`src/design/rpn_pkg.sv`:
```
package rpn_pkg;

  localparam int STACK_DEPTH = 64;
  localparam int DATA_WIDTH  = 32;
  localparam int ADDR_W      = $clog2(STACK_DEPTH);
  localparam int CNT_W       = $clog2(STACK_DEPTH + 1);
  localparam int DIV_CNT_W   = $clog2(DATA_WIDTH + 1);

  localparam int MODE_W      = 3;
  localparam int NUM_W       = 32;
  localparam int STATUS_W    = 3;
  localparam int VALUE_W     = 32;
  localparam int DEPTH_W     = 7;
  localparam int OUT_TDATA_W = 40;

  localparam logic [MODE_W-1:0] MODE_PUSH = 3'd0;
  localparam logic [MODE_W-1:0] MODE_ADD  = 3'd1;
  localparam logic [MODE_W-1:0] MODE_SUB  = 3'd2;
  localparam logic [MODE_W-1:0] MODE_MUL  = 3'd3;
  localparam logic [MODE_W-1:0] MODE_MOD  = 3'd4;

  localparam logic [STATUS_W-1:0] ST_OK        = 3'd0;
  localparam logic [STATUS_W-1:0] ST_UNDERFLOW = 3'd1;
  localparam logic [STATUS_W-1:0] ST_FULL      = 3'd2;
  localparam logic [STATUS_W-1:0] ST_DIVZERO   = 3'd3;
  localparam logic [STATUS_W-1:0] ST_UNKNOWN   = 3'd4;
  localparam logic [STATUS_W-1:0] ST_HALTED    = 3'd5;

  typedef struct packed {
    logic                latch_in;
    logic                push;
    logic                rd_second;
    logic                alu_load;
    logic                div_start;
    logic                div_take;
    logic                wb;
    logic                out_load;
    logic [MODE_W-1:0]   op;
    logic [STATUS_W-1:0] out_status;
  } dp_cmd_t;

  typedef struct packed {
    logic lt_two;
    logic full;
    logic tos_zero;
    logic div_done;
  } dp_stat_t;

endpackage

```
`src/design/rpn_div.sv`:
```
module rpn_div (
  input  logic                                  clk,
  input  logic                                  rst_n,
  input  logic                                  start,
  input  logic signed [rpn_pkg::DATA_WIDTH-1:0] dividend,
  input  logic signed [rpn_pkg::DATA_WIDTH-1:0] divisor,
  output logic                                  done,
  output logic signed [rpn_pkg::DATA_WIDTH-1:0] remainder
);

  localparam int W = rpn_pkg::DATA_WIDTH;

  logic                           busy_r, busy_nxt;
  logic                           done_r, done_nxt;
  logic [rpn_pkg::DIV_CNT_W-1:0]  cnt_r, cnt_nxt;
  logic [W-1:0]                   rem_r, rem_nxt;
  logic [W-1:0]                   quo_r, quo_nxt;
  logic [W-1:0]                   den_r, den_nxt;
  logic                           neg_r, neg_nxt;
  logic [W:0]                     shifted;
  logic [W:0]                     diff;

  always_comb begin
    busy_nxt = busy_r;
    done_nxt = 1'b0;
    cnt_nxt  = cnt_r;
    rem_nxt  = rem_r;
    quo_nxt  = quo_r;
    den_nxt  = den_r;
    neg_nxt  = neg_r;
    shifted  = {rem_r, quo_r[W-1]};
    diff     = shifted - {1'b0, den_r};
    if (start) begin
      busy_nxt = 1'b1;
      cnt_nxt  = rpn_pkg::DIV_CNT_W'(W);
      rem_nxt  = '0;
      quo_nxt  = dividend[W-1] ? W'(-dividend) : W'(dividend);
      den_nxt  = divisor[W-1] ? W'(-divisor) : W'(divisor);
      neg_nxt  = dividend[W-1];
    end else if (busy_r) begin
      rem_nxt = diff[W] ? shifted[W-1:0] : diff[W-1:0];
      quo_nxt = {quo_r[W-2:0], 1'b0};
      cnt_nxt = cnt_r - 1'b1;
      if (cnt_r == rpn_pkg::DIV_CNT_W'(1)) begin
        busy_nxt = 1'b0;
        done_nxt = 1'b1;
      end
    end
  end

  always_ff @(posedge clk) begin
    if (!rst_n) begin
      busy_r <= 1'b0;
      done_r <= 1'b0;
    end else begin
      busy_r <= busy_nxt;
      done_r <= done_nxt;
    end
    cnt_r <= cnt_nxt;
    rem_r <= rem_nxt;
    quo_r <= quo_nxt;
    den_r <= den_nxt;
    neg_r <= neg_nxt;
  end

  assign done      = done_r;
  assign remainder = neg_r ? -$signed(rem_r) : $signed(rem_r);

endmodule

```
`src/design/rpn_dp.sv`:
```
module rpn_dp (
  input  logic                                 clk,
  input  logic                                 rst_n,
  input  rpn_pkg::dp_cmd_t                     cmd,
  output rpn_pkg::dp_stat_t                    stat,
  input  logic signed [rpn_pkg::NUM_W-1:0]     in_number,
  output logic [rpn_pkg::STATUS_W-1:0]         out_status,
  output logic signed [rpn_pkg::VALUE_W-1:0]   out_top_value,
  output logic                                 out_top_valid,
  output logic [rpn_pkg::DEPTH_W-1:0]          out_depth
);

  localparam int W = rpn_pkg::DATA_WIDTH;

  logic signed [W-1:0]              mem [rpn_pkg::STACK_DEPTH];
  logic [rpn_pkg::CNT_W-1:0]        count_r, count_nxt;
  logic signed [W-1:0]              tos_r, tos_nxt;
  logic signed [W-1:0]              num_r;
  logic signed [W-1:0]              rd_r;
  logic signed [W-1:0]              res_r;
  logic [rpn_pkg::ADDR_W-1:0]       second_addr;
  logic                             wr_en;
  logic [rpn_pkg::ADDR_W-1:0]       wr_addr;
  logic signed [W-1:0]              wr_data;
  logic                             div_done;
  logic signed [W-1:0]              div_rem;
  logic [rpn_pkg::STATUS_W-1:0]     status_r;
  logic signed [rpn_pkg::VALUE_W-1:0] value_r;
  logic                             valid_r;
  logic [rpn_pkg::DEPTH_W-1:0]      depth_r;

  rpn_div u_div (
    .clk       (clk),
    .rst_n     (rst_n),
    .start     (cmd.div_start),
    .dividend  (rd_r),
    .divisor   (tos_r),
    .done      (div_done),
    .remainder (div_rem)
  );

  assign second_addr = rpn_pkg::ADDR_W'(count_r - rpn_pkg::CNT_W'(2));

  always_comb begin
    wr_en     = cmd.push || cmd.wb;
    wr_addr   = cmd.push ? count_r[rpn_pkg::ADDR_W-1:0] : second_addr;
    wr_data   = cmd.push ? num_r : res_r;
    count_nxt = count_r;
    tos_nxt   = tos_r;
    if (cmd.push) begin
      count_nxt = count_r + 1'b1;
      tos_nxt   = num_r;
    end else if (cmd.wb) begin
      count_nxt = count_r - 1'b1;
      tos_nxt   = res_r;
    end
  end

  always_ff @(posedge clk) begin
    if (!rst_n) begin
      count_r <= '0;
    end else begin
      count_r <= count_nxt;
    end
    tos_r <= tos_nxt;
    if (wr_en) begin
      mem[wr_addr] <= wr_data;
    end
    if (cmd.rd_second) begin
      rd_r <= mem[second_addr];
    end
    if (cmd.latch_in) begin
      num_r <= W'(in_number);
    end
    if (cmd.alu_load) begin
      case (cmd.op)
        rpn_pkg::MODE_ADD: res_r <= rd_r + tos_r;
        rpn_pkg::MODE_SUB: res_r <= rd_r - tos_r;
        default:           res_r <= W'(rd_r * tos_r);
      endcase
    end else if (cmd.div_take) begin
      res_r <= div_rem;
    end
    if (cmd.out_load) begin
      status_r <= cmd.out_status;
      valid_r  <= (count_r != '0);
      value_r  <= (count_r != '0) ? rpn_pkg::VALUE_W'(tos_r) : '0;
      depth_r  <= rpn_pkg::DEPTH_W'(count_r);
    end
  end

  assign stat.lt_two   = (count_r < rpn_pkg::CNT_W'(2));
  assign stat.full     = (count_r == rpn_pkg::CNT_W'(rpn_pkg::STACK_DEPTH));
  assign stat.tos_zero = (tos_r == '0);
  assign stat.div_done = div_done;

  assign out_status    = status_r;
  assign out_top_value = value_r;
  assign out_top_valid = valid_r;
  assign out_depth     = depth_r;

endmodule

```
`src/design/rpn_ctrl.sv`:
```
module rpn_ctrl (
  input  logic                        clk,
  input  logic                        rst_n,
  input  logic                        in_tvalid,
  output logic                        in_tready,
  input  logic [rpn_pkg::MODE_W-1:0]  in_mode,
  output logic                        out_tvalid,
  input  logic                        out_tready,
  output rpn_pkg::dp_cmd_t            cmd,
  input  rpn_pkg::dp_stat_t           stat
);

  localparam logic [2:0] S_IDLE  = 3'd0;
  localparam logic [2:0] S_CHECK = 3'd1;
  localparam logic [2:0] S_READ  = 3'd2;
  localparam logic [2:0] S_DIV   = 3'd3;
  localparam logic [2:0] S_WB    = 3'd4;
  localparam logic [2:0] S_OUT   = 3'd5;

  logic [2:0]                   state_r, state_nxt;
  logic [rpn_pkg::MODE_W-1:0]   mode_r, mode_nxt;
  logic [rpn_pkg::STATUS_W-1:0] status_r, status_nxt;
  logic                         halted_r, halted_nxt;
  logic                         out_valid_r, out_valid_nxt;

  always_comb begin
    state_nxt      = state_r;
    mode_nxt       = mode_r;
    status_nxt     = status_r;
    halted_nxt     = halted_r;
    cmd            = '0;
    cmd.op         = mode_r;
    cmd.out_status = status_r;
    unique case (state_r)
      S_IDLE: begin
        if (in_tvalid) begin
          cmd.latch_in = 1'b1;
          mode_nxt     = in_mode;
          state_nxt    = S_CHECK;
        end
      end
      S_CHECK: begin
        status_nxt = rpn_pkg::ST_OK;
        state_nxt  = S_OUT;
        if (halted_r) begin
          status_nxt = rpn_pkg::ST_HALTED;
        end else begin
          case (mode_r) inside
            rpn_pkg::MODE_PUSH: begin
              if (stat.full) begin
                status_nxt = rpn_pkg::ST_FULL;
              end else begin
                cmd.push = 1'b1;
              end
            end
            rpn_pkg::MODE_ADD, rpn_pkg::MODE_SUB, rpn_pkg::MODE_MUL,
            rpn_pkg::MODE_MOD: begin
              if (stat.lt_two) begin
                status_nxt = rpn_pkg::ST_UNDERFLOW;
              end else if (mode_r == rpn_pkg::MODE_MOD && stat.tos_zero) begin
                status_nxt = rpn_pkg::ST_DIVZERO;
              end else begin
                cmd.rd_second = 1'b1;
                state_nxt     = S_READ;
              end
            end
            default: begin
              status_nxt = rpn_pkg::ST_UNKNOWN;
            end
          endcase
          if (status_nxt != rpn_pkg::ST_OK) begin
            halted_nxt = 1'b1;
          end
        end
      end
      S_READ: begin
        if (mode_r == rpn_pkg::MODE_MOD) begin
          cmd.div_start = 1'b1;
          state_nxt     = S_DIV;
        end else begin
          cmd.alu_load = 1'b1;
          state_nxt    = S_WB;
        end
      end
      S_DIV: begin
        if (stat.div_done) begin
          cmd.div_take = 1'b1;
          state_nxt    = S_WB;
        end
      end
      S_WB: begin
        cmd.wb    = 1'b1;
        state_nxt = S_OUT;
      end
      S_OUT: begin
        if (!out_valid_r || out_tready) begin
          cmd.out_load = 1'b1;
          state_nxt    = S_IDLE;
        end
      end
      default: begin
        state_nxt = S_IDLE;
      end
    endcase
  end

  always_comb begin
    out_valid_nxt = out_valid_r;
    if (cmd.out_load) begin
      out_valid_nxt = 1'b1;
    end else if (out_tready) begin
      out_valid_nxt = 1'b0;
    end
  end

  always_ff @(posedge clk) begin
    if (!rst_n) begin
      state_r     <= S_IDLE;
      halted_r    <= 1'b0;
      out_valid_r <= 1'b0;
    end else begin
      state_r     <= state_nxt;
      halted_r    <= halted_nxt;
      out_valid_r <= out_valid_nxt;
    end
    mode_r   <= mode_nxt;
    status_r <= status_nxt;
  end

  assign in_tready  = (state_r == S_IDLE);
  assign out_tvalid = out_valid_r;

endmodule

```
`src/design/rpn_stack_calculator_top.sv`:
```
// Channel | Ports          | Contents
// in      | in_t*          | tuser: mode [2:0]; tdata: number [31:0]
// out     | out_t*         | tuser: status [2:0]; tdata: top_value, top_valid, depth
//
// One token is handled at a time. A push or an error goes from accept to the output
// register; add, subtract and multiply read the second operand, compute and write back,
// and modulo uses the one-bit-per-cycle remainder unit. A result waits in the output
// register while the next token is accepted; a stalled output holds the block before
// its next result is loaded. rst_n clears the stack count, the halt flag and all control.
module rpn_stack_calculator_top (
  input  logic                                clk,
  input  logic                                rst_n,
  input  logic                                in_tvalid,
  output logic                                in_tready,
  input  logic [rpn_pkg::NUM_W-1:0]           in_tdata,   // number [31:0]
  input  logic [rpn_pkg::MODE_W-1:0]          in_tuser,   // mode [2:0]
  output logic                                out_tvalid,
  input  logic                                out_tready,
  output logic [rpn_pkg::OUT_TDATA_W-1:0]     out_tdata,  // top_value [31:0], top_valid [32],
                                                          // depth [39:33]
  output logic [rpn_pkg::STATUS_W-1:0]        out_tuser   // status [2:0]
);

  rpn_pkg::dp_cmd_t                   cmd;
  rpn_pkg::dp_stat_t                  stat;
  logic signed [rpn_pkg::VALUE_W-1:0] top_value;
  logic                               top_valid;
  logic [rpn_pkg::DEPTH_W-1:0]        depth;

  rpn_ctrl u_ctrl (
    .clk        (clk),
    .rst_n      (rst_n),
    .in_tvalid  (in_tvalid),
    .in_tready  (in_tready),
    .in_mode    (in_tuser),
    .out_tvalid (out_tvalid),
    .out_tready (out_tready),
    .cmd        (cmd),
    .stat       (stat)
  );

  rpn_dp u_dp (
    .clk           (clk),
    .rst_n         (rst_n),
    .cmd           (cmd),
    .stat          (stat),
    .in_number     ($signed(in_tdata)),
    .out_status    (out_tuser),
    .out_top_value (top_value),
    .out_top_valid (top_valid),
    .out_depth     (depth)
  );

  assign out_tdata = {depth, top_valid, top_value};

endmodule

```
`config.mk`:
```
export PLATFORM = sky130hd
export DESIGN_NAME = rpn_stack_calculator_top
export DESIGN_NICKNAME = d
export VERILOG_FILES = /design/src/design/rpn_pkg.sv /design/src/design/rpn_div.sv /design/src/design/rpn_dp.sv /design/src/design/rpn_ctrl.sv /design/src/design/rpn_stack_calculator_top.sv
export SDC_FILE = /design/constraint.sdc
export NUM_CORES = 2
export LEC_CHECK = 0
export BUFFER_PORTS_ARGS = -buffer_cell sky130_fd_sc_hd__buf_2
export CORE_MARGIN = 4
export CORE_UTILIZATION = 60
export DETAILED_ROUTE_END_ITERATION = 6
export GPL_ROUTABILITY_DRIVEN = 0
export GPL_TIMING_DRIVEN = 0
export PLACE_DENSITY = 0.75
export SLEW_MARGIN = 30
export SYNTH_ARGS = -nofsm -noshare
export SYNTH_HDL_FRONTEND = slang
export SYNTH_SLANG_ARGS = --single-unit
```
`constraint.sdc`:
```
create_clock -name clk -period 16.25 [get_ports clk]
set_input_delay 2.4375 -clock clk [delete_from_list [all_inputs] [get_ports clk]]
set_output_delay 2.4375 -clock clk [all_outputs]
set_load 0.005 [all_outputs]
```
==> flow_metrics.tcl <==
set metrics [dict create \
    status "finished, violations left" \
    violations "design-rule violations" \
    drtIter0Drc 11625 \
    routed_via_density 6.950 \
    antenna_found_initial 31 \
    setup_violations 0 \
    grt_pass1_vias 67275 \
    synth.area.top_cells "edfxtp_1 (62%), mux4_2 (13%), fa_1 (7.4%)" \
    yosys.area.top_type "edfxtp_1" \
    async_flop_share 0 \
    worstPathMaxFanout 10 \
    clockBufferDepth 3 \
    numCtsBuffers 219 \
    finalClockSkew_ns 0.06937 \
    slowest_stage "clkbuf_1" \
    ios 84 \
    fin_hold_ws_ns 0.4675 \
    fmax_ghz 0.1022 \
    hold_viol 0 \
    die_w_um 438.3 \
    synthFlopType "edfxtp_1" \
    dieHeight_um 438.3 \
    drc 20 \
    ys_seq_elements 2342 \
    synth-edff-count 2290 \
    cp.arrival_ns 10.38 \
    hold_buffers 0 \
    critPathRequiredTime_ns 16.85 \
    wl_met2_um 168800 \
    fin_crit_ns 9.781 \
    ant_nets 0 \
    clk_pin_slew_worst_paths_ns 0.06 \
    relSlewSlack 0.2409 \
    wl_um 364100 \
    initial_core_util 0.6048 \
    ys_warn_count 0 \
    syn_avg_cell_area_um2 17.00 \
    endpoint_kind "flop" \
    fp.dieArea_mm2 0.1921 \
    crit_type "flop to flop" \
    maxCapViolCount 0 \
    worst_hold_startpoint "u_dp.rd_r[31]" \
    syn_nets 7208 \
    layout-drive-gt1-share 0.2055 \
    wl_met1_um 116300 \
    yosys.cell_types.count 78 \
    startpoint "u_dp.rd_r[7]" \
    cpMostUsedCell "fa_1" \
    gr-total-overflow 0 \
    grt_usage 0.3824 \
    nets 7675 \
    vias 67174 \
    clk_latency_ns 0.87 \
    area_growth_pct 14.20 \
    dr.pass1.iters 7 \
    post_cts_buffers 0 \
    coreArea_mm2 0.1837 \
    fin_cells 9666 \
    synth_top_cell_area_share 0.6190 \
    min_path_type "flop to flop" \
    grt_max_degree 66 \
    drv_slew 0 \
    grt_pass1_wl_um 511000 \
    worst_pin_slew_ns 1.107 \
    placedCellCount 9242 \
    numPortBuffers 83 \
    yosysSeqAreaShare 0.6284 \
    ctsResizeCount 0 \
    cts_tree "done" \
    cts.sinks 2342 \
    cts-root-buf "clkbuf_16" \
    min_period_over_period 0.6019 \
    tns_ns 0 \
    dp_hpwl_um 234700 \
    netlist_area_mm2 0.1111 \
    r2r-start "u_dp.rd_r[7]" \
    startpoint_type "flop" \
    htreeDepth 4 \
    slowest_delay_ns 0.88 \
    wl_met3_um 46550 \
    rows 157 \
    syn_inst 6533 \
    rsz0062_at_grt "false" \
    top_layer "met5" \
    wire_per_inst_um 37.67 \
]
==> metal layers <==
layer,up-vias,GRT usage
li1,25502,-
met1,33977,0.4786
met2,6170,0.5873
met3,1507,0.1025
met4,18,0.2610
met5,-,0.02243
==> cells in the final DEF, fill, tap and decap left out, types with 13 or more instances in the layout <==
cell and n:
edfxtp_1 2290, o21ai_0 132, nor2_1 112, or3_1 26, bufinv_16 25, a21oi_1 127, nor2b_1 54, clkbuf_2 53
mux4_2 658, a21o_1 32, and2_1 370, diode_2 14, a31oi_1 20, nand2_1 424, mux2i_1 39, nor3_1 32
a211oi_1 36, nand2b_1 23, clkinvlp_4 14, o31ai_1 29, fa_1 411, clkbuf_16 221, nand3_1 28, buf_16 126
ha_1 225, buf_2 129, clkinv_1 46, clkinv_2 45, clkbuf_1 287, xnor2_1 155, nor4_1 13, buf_4 15
nor2_4 65, dfxtp_1 52, buf_12 23, inv_1 480, xor2_1 119, nand2_4 32
==> sequential cells by signal (all words and copies together), names as in the netlist, 7 cells and up <==
signal	count
u_dp.u_div.quo_r	32
u_dp.out_depth	7
u_dp.mem	2048
u_dp.u_div.rem_r	32
u_dp.out_top_value	32
u_dp.u_div.den_r	32
u_dp.num_r	32
u_dp.rd_r	32
u_dp.tos_r	32
u_dp.count_r	7
u_dp.res_r	32
==> critical path: cells and delay by family (launching register included) <==
kind                     cells  cell delay [ns]
adder cells (fa/ha/maj)      9             3.96
AO/OA/AOI/OAI                9             2.41
buffers and inverters        8             1.99
flip-flops                   1             0.66
XOR/XNOR                     1             0.31
AND/OR/NAND/NOR              1             0.17
==> cell usage after synthesis (32+ instances only) <==
master and instances:
edfxtp_1 2290, mux4_2 658, inv_1 481, nand2_1 457, fa_1 411, and2_1 371, clkbuf_1 280, ha_1 225
nor2_1 176, xnor2_1 156, o21ai_0 132, a21oi_1 127, xor2_1 122, nor2b_1 56, dfxtp_1 52, buf_1 46
mux2i_1 39, a211oi_1 36, nor3_1 33, a21o_1 32
==> cell type report <==
class                           instances  area (µm²)
Fill cell                           11217       56800
Clock inverter                        143        1508
Buffer                                357        1501
Sequential cell                      2342       69810
Clock buffer                          266        5709
Multi-Input combinational cell       3353       38920
Tap cell                             2464        3083
Antenna cell                           14       35.03
Inverter                              481        1805
Timing Repair Buffer                  246        4498
==> through the flow <==
| stage | setup slack, ns | util | instance area [µm²] |
|---|---|---|---|
| 2_1_floorplan | 9.086 | - | 111100 |
| 3_3_place_gp | 5.641 | 0.6239 | 114600 |
| 3_5_place_dp | 6.767 | 0.6508 | 119500 |
| 4_1_cts | 6.747 | 0.6901 | 126700 |
| 5_1_grt | 6.310 | 0.6906 | 126800 |
| 6_report | 6.469 | 0.6907 | 126900 |
==> kinds of logic after synthesis <==
| family | synth area share |
|---|---|
| AO/OA/AOI/OAI | 0.02701 |
| XOR/XNOR | 0.02221 |
| adder cells (fa/ha/maj) | 0.09941 |
| buffers and inverters | 0.02890 |
| flip-flops | 0.6284 |
| multiplexers | 0.1370 |
| AND/OR/NAND/NOR | 0.05709 |
==> path summary, 6_finish.rpt <==
check	to	slack, ns	cells past startpoint
setup / recovery	u_dp.res_r[31]	6.47	28
setup reg to reg	u_dp.res_r[31]	6.47	28
hold / removal	u_dp.u_div.neg_r	0.47	0
hold reg to reg	u_dp.u_div.neg_r	0.47	0
Power is left out: the tool's default activity adds up to more than one toggle a clock period on the data nets, which glitch-free logic cannot reach.
